`src/rtl/scccu_pkg.sv`:
```
// package for the sound chip channel control unit
// command codes, address map, frame divider defaults and stream types; no dependencies
`timescale 1ns / 1ps

package scccu_pkg;

   typedef enum logic [1:0] {
      CMD_WRITE = 2'd0,
      CMD_READ  = 2'd1,
      CMD_TICK  = 2'd2,
      CMD_NONE  = 2'd3
   } cmd_type;

   localparam int ENVELOPE_TICKS_DEF = 174;
   localparam int SWEEP_TICKS_DEF    = 87;
   localparam int LENGTH_TICKS_DEF   = 43;

   localparam logic [15:0] WIN_LO      = 16'hff10;
   localparam logic [15:0] WIN_HI      = 16'hff3f;
   localparam logic [15:0] STATUS_ADDR = 16'hff26;

   // register offsets inside the window
   localparam logic [5:0] R_SWEEP   = 6'h00;
   localparam logic [5:0] R_LEN0    = 6'h01;
   localparam logic [5:0] R_ENV0    = 6'h02;
   localparam logic [5:0] R_FLO0    = 6'h03;
   localparam logic [5:0] R_FHI0    = 6'h04;
   localparam logic [5:0] R_LEN1    = 6'h06;
   localparam logic [5:0] R_ENV1    = 6'h07;
   localparam logic [5:0] R_FLO1    = 6'h08;
   localparam logic [5:0] R_FHI1    = 6'h09;
   localparam logic [5:0] R_WDAC    = 6'h0a;
   localparam logic [5:0] R_LEN2    = 6'h0b;
   localparam logic [5:0] R_FLO2    = 6'h0d;
   localparam logic [5:0] R_FHI2    = 6'h0e;
   localparam logic [5:0] R_LEN3    = 6'h10;
   localparam logic [5:0] R_ENV3    = 6'h11;
   localparam logic [5:0] R_CTRL3   = 6'h13;
   localparam logic [5:0] R_MASTER  = 6'h16;

   typedef struct packed {
      logic [7:0]  read_data;
      logic [3:0]  channels_on;
      logic [3:0]  square1_volume;
      logic [3:0]  square2_volume;
      logic [3:0]  noise_volume;
      logic [10:0] square1_frequency;
   } result_type;

   // frame strobes from the divider to the channel core
   typedef struct packed {
      logic env;
      logic sweep;
      logic len;
   } strobe_type;

endpackage

```
`src/rtl/scccu_frame_divider.sv`:
```
// frame divider: three tick counters that strobe envelope, sweep and length steps
// depends on scccu_pkg
`timescale 1ns / 1ps

module scccu_frame_divider #(
   parameter int ENVELOPE_TICKS = scccu_pkg::ENVELOPE_TICKS_DEF,
   parameter int SWEEP_TICKS    = scccu_pkg::SWEEP_TICKS_DEF,
   parameter int LENGTH_TICKS   = scccu_pkg::LENGTH_TICKS_DEF
) (
   input  logic                   clock,
   input  logic                   reset,
   input  logic                   tick,
   output scccu_pkg::strobe_type  strobe
);

   logic [7:0] env_ff, env_in, swp_ff, swp_in, len_ff, len_in;

   always_comb begin
      strobe.env   = tick && ({1'b0, env_ff} + 9'd1 >= 9'(ENVELOPE_TICKS));
      strobe.sweep = tick && ({1'b0, swp_ff} + 9'd1 >= 9'(SWEEP_TICKS));
      strobe.len   = tick && ({1'b0, len_ff} + 9'd1 >= 9'(LENGTH_TICKS));
      env_in = env_ff;
      swp_in = swp_ff;
      len_in = len_ff;
      if (tick) begin
         env_in = strobe.env   ? 8'd0 : env_ff + 8'd1;
         swp_in = strobe.sweep ? 8'd0 : swp_ff + 8'd1;
         len_in = strobe.len   ? 8'd0 : len_ff + 8'd1;
      end
   end

   always_ff @(posedge clock) begin
      if (reset) begin
         env_ff <= '0;
         swp_ff <= '0;
         len_ff <= '0;
      end else begin
         env_ff <= env_in;
         swp_ff <= swp_in;
         len_ff <= len_in;
      end
   end

endmodule

```
`src/rtl/scccu_channel_core.sv`:
```
// channel core: register file, enables, envelopes, sweep and length counters
// depends on scccu_pkg; steps come from scccu_frame_divider
`timescale 1ns / 1ps

module scccu_channel_core (
   input  logic                   clock,
   input  logic                   reset,
   input  logic                   valid,
   input  scccu_pkg::cmd_type     cmd,
   input  logic [15:0]            bus_address,
   input  logic [7:0]             write_data,
   input  scccu_pkg::strobe_type  strobe,
   output logic                   tick,
   output scccu_pkg::result_type  result,
   output logic [7:0]             mem_data
);

   logic [7:0]  regs_ff [48];
   logic [47:0] vld_ff;
   logic [7:0]  mem_q_ff;
   logic        mem_sel_ff;
   logic [3:0]  en_ff, en_in;
   logic        master_ff, master_in;
   logic        wdac_ff, wdac_in;
   logic [3:0]  es_ff [3], es_in [3];
   logic        er_ff [3], er_in [3];
   logic [2:0]  ep_ff [3], ep_in [3];
   logic [2:0]  ec_ff [3], ec_in [3];
   logic [3:0]  vol_ff [3], vol_in [3];
   logic [8:0]  lc_ff [4], lc_in [4];
   logic        la_ff [4], la_in [4];
   logic [10:0] fc_ff [3], fc_in [3];
   logic [2:0]  sp_ff, sp_in, ss_ff, ss_in, sc_ff, sc_in;
   logic        sd_ff, sd_in;
   logic [10:0] sh_ff, sh_in;

   logic        in_win, wr, rd_mem;
   logic [15:0] offs16;
   logic [5:0]  offs;
   logic [2:0]  ec_dec;
   logic [2:0]  sc_dec;
   logic [10:0] delta;
   logic [11:0] sum;
   logic [8:0]  lim, lc_inc;
   logic [7:0]  rd;

   assign in_win = (bus_address >= scccu_pkg::WIN_LO) && (bus_address <= scccu_pkg::WIN_HI);
   assign offs16 = bus_address - scccu_pkg::WIN_LO;
   assign offs   = offs16[5:0];
   assign wr     = valid && cmd == scccu_pkg::CMD_WRITE && in_win;
   assign tick   = valid && cmd == scccu_pkg::CMD_TICK && master_ff;
   assign rd_mem = valid && cmd == scccu_pkg::CMD_READ && in_win &&
                   bus_address != scccu_pkg::STATUS_ADDR;

   always_comb begin
      en_in = en_ff; master_in = master_ff; wdac_in = wdac_ff;
      es_in = es_ff; er_in = er_ff; ep_in = ep_ff; ec_in = ec_ff; vol_in = vol_ff;
      lc_in = lc_ff; la_in = la_ff; fc_in = fc_ff;
      sp_in = sp_ff; sd_in = sd_ff; ss_in = ss_ff; sc_in = sc_ff; sh_in = sh_ff;
      delta = sh_ff >> ss_ff;
      sum = '0; ec_dec = '0; sc_dec = '0; lim = '0; lc_inc = '0;
      if (wr) begin
         unique case (offs)
            scccu_pkg::R_SWEEP: begin
               sp_in = write_data[6:4]; sd_in = write_data[3]; ss_in = write_data[2:0];
            end
            scccu_pkg::R_LEN0: lc_in[0] = {3'd0, write_data[5:0]};
            scccu_pkg::R_LEN1: lc_in[1] = {3'd0, write_data[5:0]};
            scccu_pkg::R_LEN2: lc_in[2] = {1'b0, write_data};
            scccu_pkg::R_LEN3: lc_in[3] = {3'd0, write_data[5:0]};
            scccu_pkg::R_ENV0, scccu_pkg::R_ENV1, scccu_pkg::R_ENV3: begin
               for (int e = 0; e < 3; e++) begin
                  if ((e == 0 && offs == scccu_pkg::R_ENV0) ||
                      (e == 1 && offs == scccu_pkg::R_ENV1) ||
                      (e == 2 && offs == scccu_pkg::R_ENV3)) begin
                     es_in[e] = write_data[7:4];
                     er_in[e] = write_data[3];
                     ep_in[e] = write_data[2:0];
                     if (write_data[7:3] == 5'd0) en_in[(e == 2) ? 3 : e] = 1'b0;
                  end
               end
            end
            scccu_pkg::R_FLO0: fc_in[0][7:0] = write_data;
            scccu_pkg::R_FLO1: fc_in[1][7:0] = write_data;
            scccu_pkg::R_FLO2: fc_in[2][7:0] = write_data;
            scccu_pkg::R_FHI0: begin
               fc_in[0][10:8] = write_data[2:0]; la_in[0] = write_data[6];
               if (write_data[7]) begin
                  // dac is on when envelope bits 7..3 are not all zero
                  if ({es_ff[0], er_ff[0]} != 5'd0) en_in[0] = 1'b1;
                  vol_in[0] = es_ff[0]; ec_in[0] = ep_ff[0];
                  sh_in = {write_data[2:0], fc_ff[0][7:0]};
                  sc_in = sp_ff;
                  if (lc_ff[0] >= 9'd64) lc_in[0] = '0;
               end
            end
            scccu_pkg::R_FHI1: begin
               fc_in[1][10:8] = write_data[2:0]; la_in[1] = write_data[6];
               if (write_data[7]) begin
                  if ({es_ff[1], er_ff[1]} != 5'd0) en_in[1] = 1'b1;
                  vol_in[1] = es_ff[1]; ec_in[1] = ep_ff[1];
                  if (lc_ff[1] >= 9'd64) lc_in[1] = '0;
               end
            end
            scccu_pkg::R_WDAC: begin
               wdac_in = write_data[7];
               if (!write_data[7]) en_in[2] = 1'b0;
            end
            scccu_pkg::R_FHI2: begin
               fc_in[2][10:8] = write_data[2:0]; la_in[2] = write_data[6];
               if (write_data[7]) begin
                  if (wdac_ff) en_in[2] = 1'b1;
                  if (lc_ff[2] >= 9'd256) lc_in[2] = '0;
               end
            end
            scccu_pkg::R_CTRL3: begin
               la_in[3] = write_data[6];
               if (write_data[7]) begin
                  if ({es_ff[2], er_ff[2]} != 5'd0) en_in[3] = 1'b1;
                  vol_in[2] = es_ff[2]; ec_in[2] = ep_ff[2];
                  if (lc_ff[3] >= 9'd64) lc_in[3] = '0;
               end
            end
            scccu_pkg::R_MASTER: begin
               master_in = write_data[7];
               if (!write_data[7]) en_in = '0;
            end
            default: ;
         endcase
      end
      // frame steps: envelope, then sweep, then length, as on the chip
      if (strobe.env) begin
         for (int e = 0; e < 3; e++) begin
            if (ep_ff[e] != 3'd0) begin
               ec_dec = (ec_ff[e] != 3'd0) ? ec_ff[e] - 3'd1 : 3'd0;
               ec_in[e] = ec_dec;
               if (ec_dec == 3'd0) begin
                  ec_in[e] = ep_ff[e];
                  if (er_ff[e]) begin
                     if (vol_ff[e] != 4'd15) vol_in[e] = vol_ff[e] + 4'd1;
                  end else if (vol_ff[e] != 4'd0) vol_in[e] = vol_ff[e] - 4'd1;
               end
            end
         end
      end
      if (strobe.sweep && sp_ff != 3'd0) begin
         sc_dec = (sc_ff != 3'd0) ? sc_ff - 3'd1 : 3'd0;
         sc_in = sc_dec;
         if (sc_dec == 3'd0) begin
            sc_in = sp_ff;
            if (ss_ff != 3'd0) begin
               sum = sd_ff ? {1'b0, sh_ff} - {1'b0, delta} : {1'b0, sh_ff} + {1'b0, delta};
               if (!sd_ff && sum[11]) en_in[0] = 1'b0;
               else begin
                  sh_in = sum[10:0];
                  fc_in[0] = sum[10:0];
               end
            end
         end
      end
      if (strobe.len) begin
         for (int c = 0; c < 4; c++) begin
            lim = (c == 2) ? 9'd256 : 9'd64;
            if (la_ff[c]) begin
               lc_inc = (lc_ff[c] < lim) ? lc_ff[c] + 9'd1 : lc_ff[c];
               lc_in[c] = lc_inc;
               if (lc_inc >= lim) en_in[c] = 1'b0;
            end
         end
      end
   end

   // register file bytes come through mem_data, registered when the request is taken
   always_comb begin
      rd = 8'd0;
      if (valid && cmd == scccu_pkg::CMD_READ) begin
         if (!in_win) rd = 8'hff;
         else if (bus_address == scccu_pkg::STATUS_ADDR) rd = {master_ff, 3'b111, en_ff};
      end
      result.read_data         = rd;
      result.channels_on       = en_in;
      result.square1_volume    = vol_in[0];
      result.square2_volume    = vol_in[1];
      result.noise_volume      = vol_in[2];
      result.square1_frequency = fc_in[0];
   end

   always_ff @(posedge clock) begin
      if (wr) regs_ff[offs] <= write_data;
   end

   always_ff @(posedge clock) begin
      if (valid) mem_q_ff <= regs_ff[offs];
   end

   // written flags make bytes read as zero until first written
   always_ff @(posedge clock) begin
      if (reset) begin
         vld_ff     <= '0;
         mem_sel_ff <= 1'b0;
      end else begin
         if (wr) vld_ff[offs] <= 1'b1;
         if (valid) mem_sel_ff <= rd_mem && vld_ff[offs];
      end
   end

   assign mem_data = mem_sel_ff ? mem_q_ff : 8'd0;

   always_ff @(posedge clock) begin
      if (reset) begin
         en_ff <= '0; master_ff <= 1'b0; wdac_ff <= 1'b0;
         for (int e = 0; e < 3; e++) begin
            es_ff[e] <= '0; er_ff[e] <= 1'b0; ep_ff[e] <= '0; ec_ff[e] <= '0;
            vol_ff[e] <= '0; fc_ff[e] <= '0;
         end
         for (int c = 0; c < 4; c++) begin
            lc_ff[c] <= '0; la_ff[c] <= 1'b0;
         end
         sp_ff <= '0; sd_ff <= 1'b0; ss_ff <= '0; sc_ff <= '0; sh_ff <= '0;
      end else begin
         en_ff <= en_in; master_ff <= master_in; wdac_ff <= wdac_in;
         es_ff <= es_in; er_ff <= er_in; ep_ff <= ep_in; ec_ff <= ec_in; vol_ff <= vol_in;
         lc_ff <= lc_in; la_ff <= la_in; fc_ff <= fc_in;
         sp_ff <= sp_in; sd_ff <= sd_in; ss_ff <= ss_in; sc_ff <= sc_in; sh_ff <= sh_in;
      end
   end

   a_master_off_clears: assert property (@(posedge clock) disable iff (reset)
      (wr && offs == scccu_pkg::R_MASTER && !write_data[7]) |=> (en_ff == 4'd0))
      else $error("enables survive master off");
   a_length_expiry: assert property (@(posedge clock) disable iff (reset)
      (la_ff[0] && lc_ff[0] >= 9'd64 && !wr) |=> !en_ff[0])
      else $error("square1 enabled past length expiry");
   a_tick_master: assert property (@(posedge clock) disable iff (reset)
      (strobe.env || strobe.sweep || strobe.len) |-> master_ff)
      else $error("frame step while master off");

endmodule

```
`src/rtl/sound_chip_channel_control_unit.sv`:
```
// top level of the sound chip channel control unit
// depends on scccu_pkg, scccu_frame_divider and scccu_channel_core
`timescale 1ns / 1ps

// Each request (bus write, bus read or sample tick) is accepted and its
// response lands in an output register the next cycle; a new request can be taken
// every cycle while the response register is empty or being drained. The response
// carries the read byte plus a snapshot of enables, envelope volumes and the
// channel one frequency after the request has been applied. The window
// 0xff10..0xff3f is decoded; reads elsewhere return 0xff. Register file bytes are
// read at the accepting edge into a register beside the response register, and a
// flag per byte makes bytes that were never written read as zero.
module sound_chip_channel_control_unit #(
   parameter int ENVELOPE_TICKS = scccu_pkg::ENVELOPE_TICKS_DEF,
   parameter int SWEEP_TICKS    = scccu_pkg::SWEEP_TICKS_DEF,
   parameter int LENGTH_TICKS   = scccu_pkg::LENGTH_TICKS_DEF
) (
   input  logic        clock,
   input  logic        reset,
   input  logic        req_tvalid,
   output logic        req_tready,
   input  logic [23:0] req_tdata,   // bus_address[15:0], write_data[23:16]
   input  logic [1:0]  req_tuser,   // cmd[1:0]
   output logic        rsp_tvalid,
   input  logic        rsp_tready,
   output logic [39:0] rsp_tdata    // read_data[7:0], channels_on[11:8], square1_volume[15:12],
                                    // square2_volume[19:16], noise_volume[23:20],
                                    // square1_frequency[34:24], zero fill[39:35]
);

   logic                  take, tick;
   scccu_pkg::strobe_type strobe;
   scccu_pkg::result_type result;
   logic                  valid_ff;
   scccu_pkg::result_type data_ff;
   logic [7:0]            mem_data;

   assign req_tready = !valid_ff || rsp_tready;
   assign take       = req_tvalid && req_tready;

   scccu_frame_divider #(
      .ENVELOPE_TICKS(ENVELOPE_TICKS),
      .SWEEP_TICKS(SWEEP_TICKS),
      .LENGTH_TICKS(LENGTH_TICKS)
   ) u_div (
      .clock(clock), .reset(reset), .tick(tick), .strobe(strobe)
   );

   scccu_channel_core u_core (
      .clock(clock), .reset(reset), .valid(take),
      .cmd(scccu_pkg::cmd_type'(req_tuser)),
      .bus_address(req_tdata[15:0]), .write_data(req_tdata[23:16]),
      .strobe(strobe), .tick(tick), .result(result), .mem_data(mem_data)
   );

   always_ff @(posedge clock) begin
      if (reset) valid_ff <= 1'b0;
      else if (take) valid_ff <= 1'b1;
      else if (rsp_tready) valid_ff <= 1'b0;
   end

   always_ff @(posedge clock) begin
      if (take) data_ff <= result;
   end

   assign rsp_tvalid = valid_ff;
   assign rsp_tdata  = {5'd0, data_ff.square1_frequency, data_ff.noise_volume,
                        data_ff.square2_volume, data_ff.square1_volume,
                        data_ff.channels_on, data_ff.read_data | mem_data};

endmodule

```
`config.mk`:
```
export PLATFORM = sky130hd
export DESIGN_NAME = sound_chip_channel_control_unit
export DESIGN_NICKNAME = d
export VERILOG_FILES = /design/src/rtl/scccu_pkg.sv /design/src/rtl/scccu_frame_divider.sv /design/src/rtl/scccu_channel_core.sv /design/src/rtl/sound_chip_channel_control_unit.sv
export SDC_FILE = /design/constraint.sdc
export NUM_CORES = 1
export LEC_CHECK = 0
export BUFFER_PORTS_ARGS = -buffer_cell sky130_fd_sc_hd__buf_2
export CORE_MARGIN = 2
export CORE_UTILIZATION = 63
export DETAILED_ROUTE_END_ITERATION = 10
export PLACE_DENSITY = 0.89
export SYNTH_ARGS = -nofsm -noshare
export SYNTH_HDL_FRONTEND = slang
export SYNTH_SLANG_ARGS = --single-unit
```
`constraint.sdc`:
```
create_clock -name clock -period 4.9 [get_ports clock]
set_input_delay 0.735 -clock clock [delete_from_list [all_inputs] [get_ports clock]]
set_output_delay 0.735 -clock clock [all_outputs]
set_load 0.005 [all_outputs]
```
==> results.ini, run 1 <==
[status]
status=completed

[global_routing]
antenna_found_initial=2
grt_max_degree=108
grt_overflow_total=0
grt_pass1_vias=19100
gr-usage-all-layers=0.319
grt_first_pass_wirelength_mm=113

[setup_path]
worstPathRequired_ps=5270
cp_max_fo=17
worstReg2RegEnd=rsp_tdata[30]
arrival_ps=5190
critPathKind=flip-flop to flip-flop
crit_path_end_kind=flip-flop
startpoint_type=flip-flop
r2r_start=u_core.ss_ff[0]
rrSetupSlack_ps=80
rr_worst_depth=15

[floorplan]
start_util=0.638
die_h_microns=215
core_area_sq_mm=0.0441
die_w_microns=215
rows=77
ios=72
die-area_sq_mm=0.0464

[sta]
hold_viol_final=0
finalCritPeriodShare=0.983
max_clock_freq_mhz=208
max_slew_margin=0.194
timing.final.ws_setup_ps=81.2
rsz0062_at_grt=yes
clock_skew_ps=23.3
finalCriticalPeriod_ps=4820
slew_violations=0
tightestPinTransition_ps=1200
setup_viol=0

[synthesis]
ys_ff_latch=622
synthesis.area_sq_mm=0.0281
yosysSeqAreaShare=0.594
synth-edff-count=425
synthDistinctLibCells=83
syn_area_per_cell_sq_um=12.9
yosysWarnings=0
synth_flop_cell=edfxtp_1
async_flop_share=0
synthCells=2179

[pwr]
power.total_w=0.0109
power_frac_comb=0.042
swShare=0.214
intPower_w=0.00856
clkPwrFrac=0.441
vdd_drop_max_mv=0.290
p_sw_w=0.00234
seq_power_share=0.517
p_per_area_mw_per_mm2=349
p_leak_nw=10.6

[min_path]
hp-start=req_tvalid
min_path_type=input port to flip-flop
holdPathStages=3
hold_end=rsp_tvalid

[clock_network]
htree_levels=2
cts_made_buffers=61
clock_path_buffers=3
cts_sinks=622
cts_setup_buffers=0
clk_pin_slew_ps=70
cts_tree=yes
cts-root-buf=clkbuf_16
clock_latency_ps=630

[detailed_routing]
wl_mm=73.8
via_per_inst=6.70
initialDrtViolationCount=2933
wire_per_inst_microns=25.6
drtAntennaViolNets=0
drc=0
dr.pass1.iters=7
via_count=19300

[run]
max_cap_violations=0

[final_layout]
area_delta_synth_final_pct=10.9
seq_area_sq_mm=0.0167
multiInputGateArea_sq_mm=0.0105
drive_above_1_share=0.187
fill_cells=2752
finalNetCount=2310

[placed_design]
gp_congestion=0.865
post-dp-hpwl_mm=45.6
pre_cts_slack_ps=186
portBuffers=66

==> power by group through the flow <==
stage / combinational (W) / sequential (W) / clock (W)
2_1_floorplan: 0.000268 / 0.00574 / 0
3_3_place_gp: 0.000425 / 0.00575 / 0
3_5_place_dp: 0.000445 / 0.00575 / 0
4_1_cts: 0.000453 / 0.00564 / 0.00483
5_1_grt: 0.000478 / 0.00563 / 0.00503
6_report: 0.000459 / 0.00563 / 0.00480
==> layout make-up <==
cell class,count,share of cell area
antenna,3,0.000241
clock buffer,89,0.0592
clock inverter,27,0.00774
inverter,59,0.00710
multi-input combinational,1355,0.338
sequential,622,0.535
tap,592,0.0237
timing repair buffer,134,0.0285
==> synth_stat cells (8+ instances only) <==
cell	count	area, sq um
nor2_1	215	807
o22ai_1	9	56.3
and2_1	28	175
a31oi_1	41	257
o21ai_0	62	310
o211ai_1	10	75.1
mux4_2	137	3090
ha_1	46	576
inv_1	57	214
mux2_2	8	90.1
a21oi_1	108	541
dfxtp_1	197	3940
nand3b_1	15	113
a22oi_1	8	60.1
or2_2	14	87.6
and3_1	19	119
nor3b_1	8	60.1
nor4_1	15	93.8
or4_1	11	82.6
nand4_1	14	87.6
a211oi_1	19	143
buf_4	34	255
nand3_1	44	220
edfxtp_1	425	12800
or3_1	19	119
mux2i_1	38	380
xnor2_1	18	158
xor2_1	25	219
buf_2	15	75.1
nor2b_1	9	56.3
o21a_1	33	248
a21o_1	11	82.6
nand2_1	196	736
nor3_1	53	265
a311oi_1	9	78.8
nand2b_1	18	113
clkbuf_1	90	338
==> worst max-delay path, stage by stage, from the launching register on <==
cell and delay [ps]:
dfxtp_1 480, buf_4 290, mux4_1 620, mux2i_1 290, and3_1 250, nor2_1 60, xor2_1 160, ha_1 340
a21o_1 190, or3_1 330, o2111ai_1 250, a21oi_1 120, o211ai_1 290, nand2_2 260, nor3_1 520, a21oi_1 90
==> registers in the layout, indices dropped and copies added (netlist names), 3 cells and up, named ones only <==
signal,count
data_ff,6
rsp_tdata,27
u_core.ec_ff,9
u_core.en_ff,4
u_core.ep_ff,9
u_core.er_ff,3
u_core.es_ff,12
u_core.fc_ff,11
u_core.la_ff,4
u_core.lc_ff,32
u_core.mem_q_ff,8
u_core.regs_ff,384
u_core.sc_ff,3
u_core.sh_ff,11
u_core.sp_ff,3
u_core.ss_ff,3
u_core.vld_ff,48
u_core.vol_ff,12
u_div.env_ff,8
u_div.len_ff,8
u_div.swp_ff,8
==> kinds of logic after synthesis <==
| logic type | after synthesis | synth area share |
|---|---|---|
| AO/OA/AOI/OAI | 368 | 0.0861 |
| XOR/XNOR | 43 | 0.0134 |
| adder cells (fa/ha/maj) | 47 | 0.0212 |
| buffers and inverters | 206 | 0.0332 |
| flip-flops | 622 | 0.594 |
| multiplexers | 190 | 0.133 |
| other | 1 | 0.000133 |
| AND/OR/NAND/NOR | 702 | 0.120 |
==> placed cells by master, fill, tap and decap left out, drive strengths merged, types with 15 or more instances in the layout <==
cell    count
a211oi     25
a21oi     108
a311oi     15
a31oi      41
and2       29
and3       19
buf       134
clkbuf     89
clkinv     19
dfxtp     197
edfxtp    425
ha         46
inv        62
mux2i      39
mux4      143
nand2     198
nand2b     18
nand3      45
nand3b     15
nor2      215
nor3       56
nor4       16
o21a       33
o21ai      62
or3        19
xnor2      18
xor2       25
==> routing by layer <==
metal | part of all wire | up-vias | GRT usage | routed length (microns)
met1 | 0.36 | 9465 | 0.410 | 26400
met4 | 0.040 | 0 | 0.114 | 2930
met3 | 0.10 | 247 | 0.0610 | 7420
met2 | 0.50 | 1247 | 0.545 | 37100
li1 | - | 8340 | - | -
met5 | 0 | - | 0 | 0
==> worst max path at each step <==
| stage | slack [ps] | cells past startpoint | end | startpoint |
|---|---|---|---|---|
| 2_1_floorplan | 780 | 17 | rsp_tdata[31] | u_core.ss_ff[0] |
| 3_3_place_gp | 240 | 15 | rsp_tdata[27] | u_core.ss_ff[0] |
| 3_5_place_dp | 190 | 15 | rsp_tdata[28] | u_core.ss_ff[0] |
| 4_1_cts | 170 | 15 | rsp_tdata[30] | u_core.ss_ff[0] |
| 5_1_grt | -100 | 15 | rsp_tdata[27] | u_core.ss_ff[0] |
| 6_report | 80 | 15 | rsp_tdata[30] | u_core.ss_ff[0] |
==> per-stage QoR <==
stage                     hold slack, ps  TNS, ps  utilization  cells  instance area (sq um)
after floorplan                      432        0            -   2183                  28200
after global placement               441        0        0.660   2762                  29100
after detailed placement             450        0        0.660   2762                  29100
after CTS                            377        0        0.707   2878                  31200
after global routing                 393     -325        0.707   2878                  31200
final                                388        0        0.707   2881                  31200
==> repair_timing <==
item                       in CTS  in global routing
hold endpoints to repair        0                  0
gates resized for setup         0                  1
hold buffers                    0                  0
setup endpoints to repair       0                  6
Note: power is estimated with default switching activity, not from simulation.
==> run 2: changes to the inputs <==
--- a/config.mk
+++ b/config.mk
@@ -6,8 +6,10 @@
 export NUM_CORES = 1
 export LEC_CHECK = 0
 export BUFFER_PORTS_ARGS = -buffer_cell sky130_fd_sc_hd__buf_2
+export CELL_PAD_IN_SITES_DETAIL_PLACEMENT = 1
+export CELL_PAD_IN_SITES_GLOBAL_PLACEMENT = 1
 export CORE_MARGIN = 2
-export CORE_UTILIZATION = 63
+export CORE_UTILIZATION = 52
 export DETAILED_ROUTE_END_ITERATION = 10
 export PLACE_DENSITY = 0.89
 export SYNTH_ARGS = -nofsm -noshare
==> constraint.sdc (replaced) <==
create_clock -name clock -period 5.1 [get_ports clock]
set_input_delay 0.765 -clock clock [delete_from_list [all_inputs] [get_ports clock]]
set_output_delay 0.765 -clock clock [all_outputs]
set_load 0.005 [all_outputs]
==> run 2 against run 1 <==
Against the previous run:
- utilization down 12 points
- non-clock buffer count is the same
- count of clock-buffer cells in the layout is 1 higher
- global-route usage down 0.86 points
- die area is 21% higher
- total power down 1.2%
- sequential share of layout area shrank 0.35 points
- via count is 1.5% higher
- critical path depth did not move
- clock skew grew 5.3 ps
- hold slack improved by 10 ps
==> results.ini, run 2 (synthesized netlist as in run 1, its figures left out) <==
[status]
status=completed  ; unchanged

[final_layout]
drive_above_1_share=0.189  ; was 0.187
area_delta_synth_final_pct=11.6  ; was 10.9%
largest_registers=u_core.regs_ff: 384 flops, u_core.vld_ff: 48 flops, u_core.lc_ff: 32 flops  ; unchanged
finish.utilization=0.585  ; was 0.707
final_common_cell=edfxtp_1  ; unchanged
fin_area_sq_mm=0.0314  ; was 0.0312 sq mm
finalNetCount=2315  ; was 2310
largest_register_ffs=384  ; unchanged
largest-register=u_core.regs_ff  ; unchanged
fill_cells=5254  ; was 2752
final_cell_mix=425 x edfxtp_1, 215 x nor2_1, 197 x dfxtp_1  ; unchanged
layout.cells.non_filler=2988  ; was 2881

[setup_path]
cp_slowest_cell=mux4_1  ; unchanged
cp_max_fo=19  ; was 17
critPathBufInv=2  ; was 1
startpoint_type=flip-flop  ; unchanged
path_cells=buf_4 -> mux4_1 -> mux2i_1 -> and3_1 -> nor2_1 -> xor2_1 -> ha_1 -> a21o_1 -> or3_1 -> o2111ai_1 -> a21oi_1 -> or4_4 -> nand3_2 -> buf_12 -> mux2i_1  ; was buf_4 -> mux4_1 -> mux2i_1 -> and3_1 -> nor2_1 -> xor2_1 -> ha_1 -> a21o_1 -> or3_1 -> o2111ai_1 -> a21oi_1 -> o211ai_1 -> nand2_2 -> nor3_1 -> a21oi_1
critical_path.top_delay_family=simple AND/OR/NAND/NOR gates  ; unchanged
arrival_ps=5460  ; was 5190 ps
crit_path_end_kind=flip-flop  ; unchanged
max_stage_delay_ps=610  ; was 620 ps
critPathKind=flip-flop to flip-flop  ; unchanged
worstPathRequired_ps=5570  ; was 5270 ps
crit_top_cell=mux2i_1  ; was a21oi_1

[pwr]
seq_power_share=0.503  ; was 0.517
clkPwrFrac=0.454  ; was 0.441
p_leak_nw=10.6  ; about the same
p_per_area_mw_per_mm2=343  ; was 349 mW/mm^2
swShare=0.222  ; was 0.214
power_frac_comb=0.043  ; was 0.042
intPower_w=0.00838  ; was 0.00856 W
vdd_drop_max_mv=0.232  ; was 0.290 mV
p_sw_w=0.00239  ; was 0.00234 W

[sta]
finalCritPeriodShare=0.978  ; was 0.983
max_clock_freq_mhz=200  ; was 208 MHz
rsz0062_at_grt=yes  ; unchanged
tightestPinTransition_ps=1350  ; was 1200 ps
clock_skew_ps=28.6  ; was 23.3 ps
slew_violations=0  ; unchanged
max_slew_margin=0.0971  ; was 0.194
finalCriticalPeriod_ps=4990  ; was 4820 ps
setup_viol=0  ; unchanged
whs_ps=398  ; was 388 ps
fin_setup_tns_ps=0  ; unchanged
hold_viol_final=0  ; unchanged

[global_routing]
antenna_found_initial=3  ; was 2
gr-usage-all-layers=0.310  ; was 0.319
grt_pass1_vias=20800  ; was 19100
grt_max_degree=113  ; was 108
grt_overflow_total=0  ; unchanged
grt_first_pass_wirelength_mm=131  ; was 113 mm

[min_path]
min_path_type=input port to flip-flop  ; unchanged

[detailed_routing]
via_count=19600  ; was 19300
wire_per_inst_microns=28.8  ; was 25.6 microns
drtAntennaViolNets=0  ; unchanged
dr.pass1.iters=5  ; was 7
wl_mm=86.1  ; was 73.8 mm
initialDrtViolationCount=2009  ; was 2933
drc=0  ; unchanged
via_per_inst=6.56  ; was 6.70

[placed_design]
placed_cells=2866  ; was 2762
portBuffers=66  ; unchanged
placed_area_sq_mm=0.0292  ; was 0.0291 sq mm
post-dp-hpwl_mm=54.1  ; was 45.6 mm
gp_congestion=0.840  ; was 0.865

[floorplan]
die_h_microns=237  ; was 215 microns
ios=72  ; unchanged
rows=85  ; was 77
core_area_sq_mm=0.0537  ; was 0.0441 sq mm
start_util=0.524  ; was 0.638
die_w_microns=237  ; was 215 microns
die-area_sq_mm=0.0560  ; was 0.0464 sq mm

[clock_network]
cts_setup_buffers=0  ; unchanged
clock_latency_ps=630  ; about the same
cts-root-buf=clkbuf_16  ; unchanged
htree_levels=3  ; was 2
clk_pin_slew_ps=60  ; was 70 ps
cts_tree=yes  ; unchanged
hold_buffers=0  ; unchanged
cts_sinks=622  ; unchanged
cts_made_buffers=66  ; was 61
clock_path_buffers=3  ; unchanged

[run]
max_cap_violations=0  ; unchanged

run 2: cell types whose count changed in the layout (fill, tap and decap cells not counted), sizes merged:
cell / before / now
clkbuf: 89 / 90
diode: 3 / 1
inv: 62 / 61
clkinv: 19 / 22
bufinv: 3 / 5
run 2: worst reg2reg max path: stages (launching register included):
cell       delay, ps
dfxtp_1          520
buf_4            290
mux4_1           610
mux2i_1          350
and3_1           260
nor2_1            60
xor2_1           170
ha_1             350
a21o_1           190
or3_1            330
o2111ai_1        250
a21oi_1          150
or4_4            520
nand3_2          340
buf_12           230
mux2i_1          220
run 2: power groups by stage:
stage	Clock, W	Combinational (W)	Sequential (W)
2_1_floorplan	0	0.000258	0.00552
3_3_place_gp	0	0.000426	0.00552
3_5_place_dp	0	0.000451	0.00552
4_1_cts	0.00492	0.000460	0.00541
5_1_grt	0.00511	0.000484	0.00541
6_report	0.00489	0.000465	0.00541
run 2: area by class of cell:
type | count | area [sq um] | area share
Antenna cell | 1 | 2.50 | 0.0000797
Tap cell | 696 | 871 | 0.0277
Timing Repair Buffer | 134 | 877 | 0.0279
Sequential cell | 622 | 16700 | 0.532
Multi-Input combinational cell | 1355 | 10600 | 0.336
Clock buffer | 90 | 1850 | 0.0590
Inverter | 59 | 221 | 0.00705
Clock inverter | 31 | 319 | 0.0102
run 2: worst paths after layout:
check                    end  depth (start not counted)            start  slack, ps
max            rsp_tdata[24]                         15  u_core.ss_ff[0]        110
min               rsp_tvalid                          3       req_tvalid        400
max reg2reg    rsp_tdata[24]                         15  u_core.ss_ff[0]        110
min reg2reg  u_core.es_ff[0]                          2  u_core.es_ff[0]        470
run 2: timing repair:
action | CTS | global route
endpoints found under the setup margin | 0 | 9
gates resized for setup | 0 | 2
hold endpoints to repair | 0 | 0
run 2: metrics by stage:
stage	total power (W)	setup WS, ps
4_1_cts	0.0108	192
6_report	0.0108	112
3_3_place_gp	0.00595	372
5_1_grt	0.0110	-72.1
2_1_floorplan	0.00577	963
3_5_place_dp	0.00597	224
run 2: layer usage:
layer	track usage	routed length, microns	vias up
met5	0	0	-
met2	0.532	43500	954
met4	0.132	3240	0
met3	0.0547	6220	213
met1	0.389	33100	10100
li1	-	-	8334
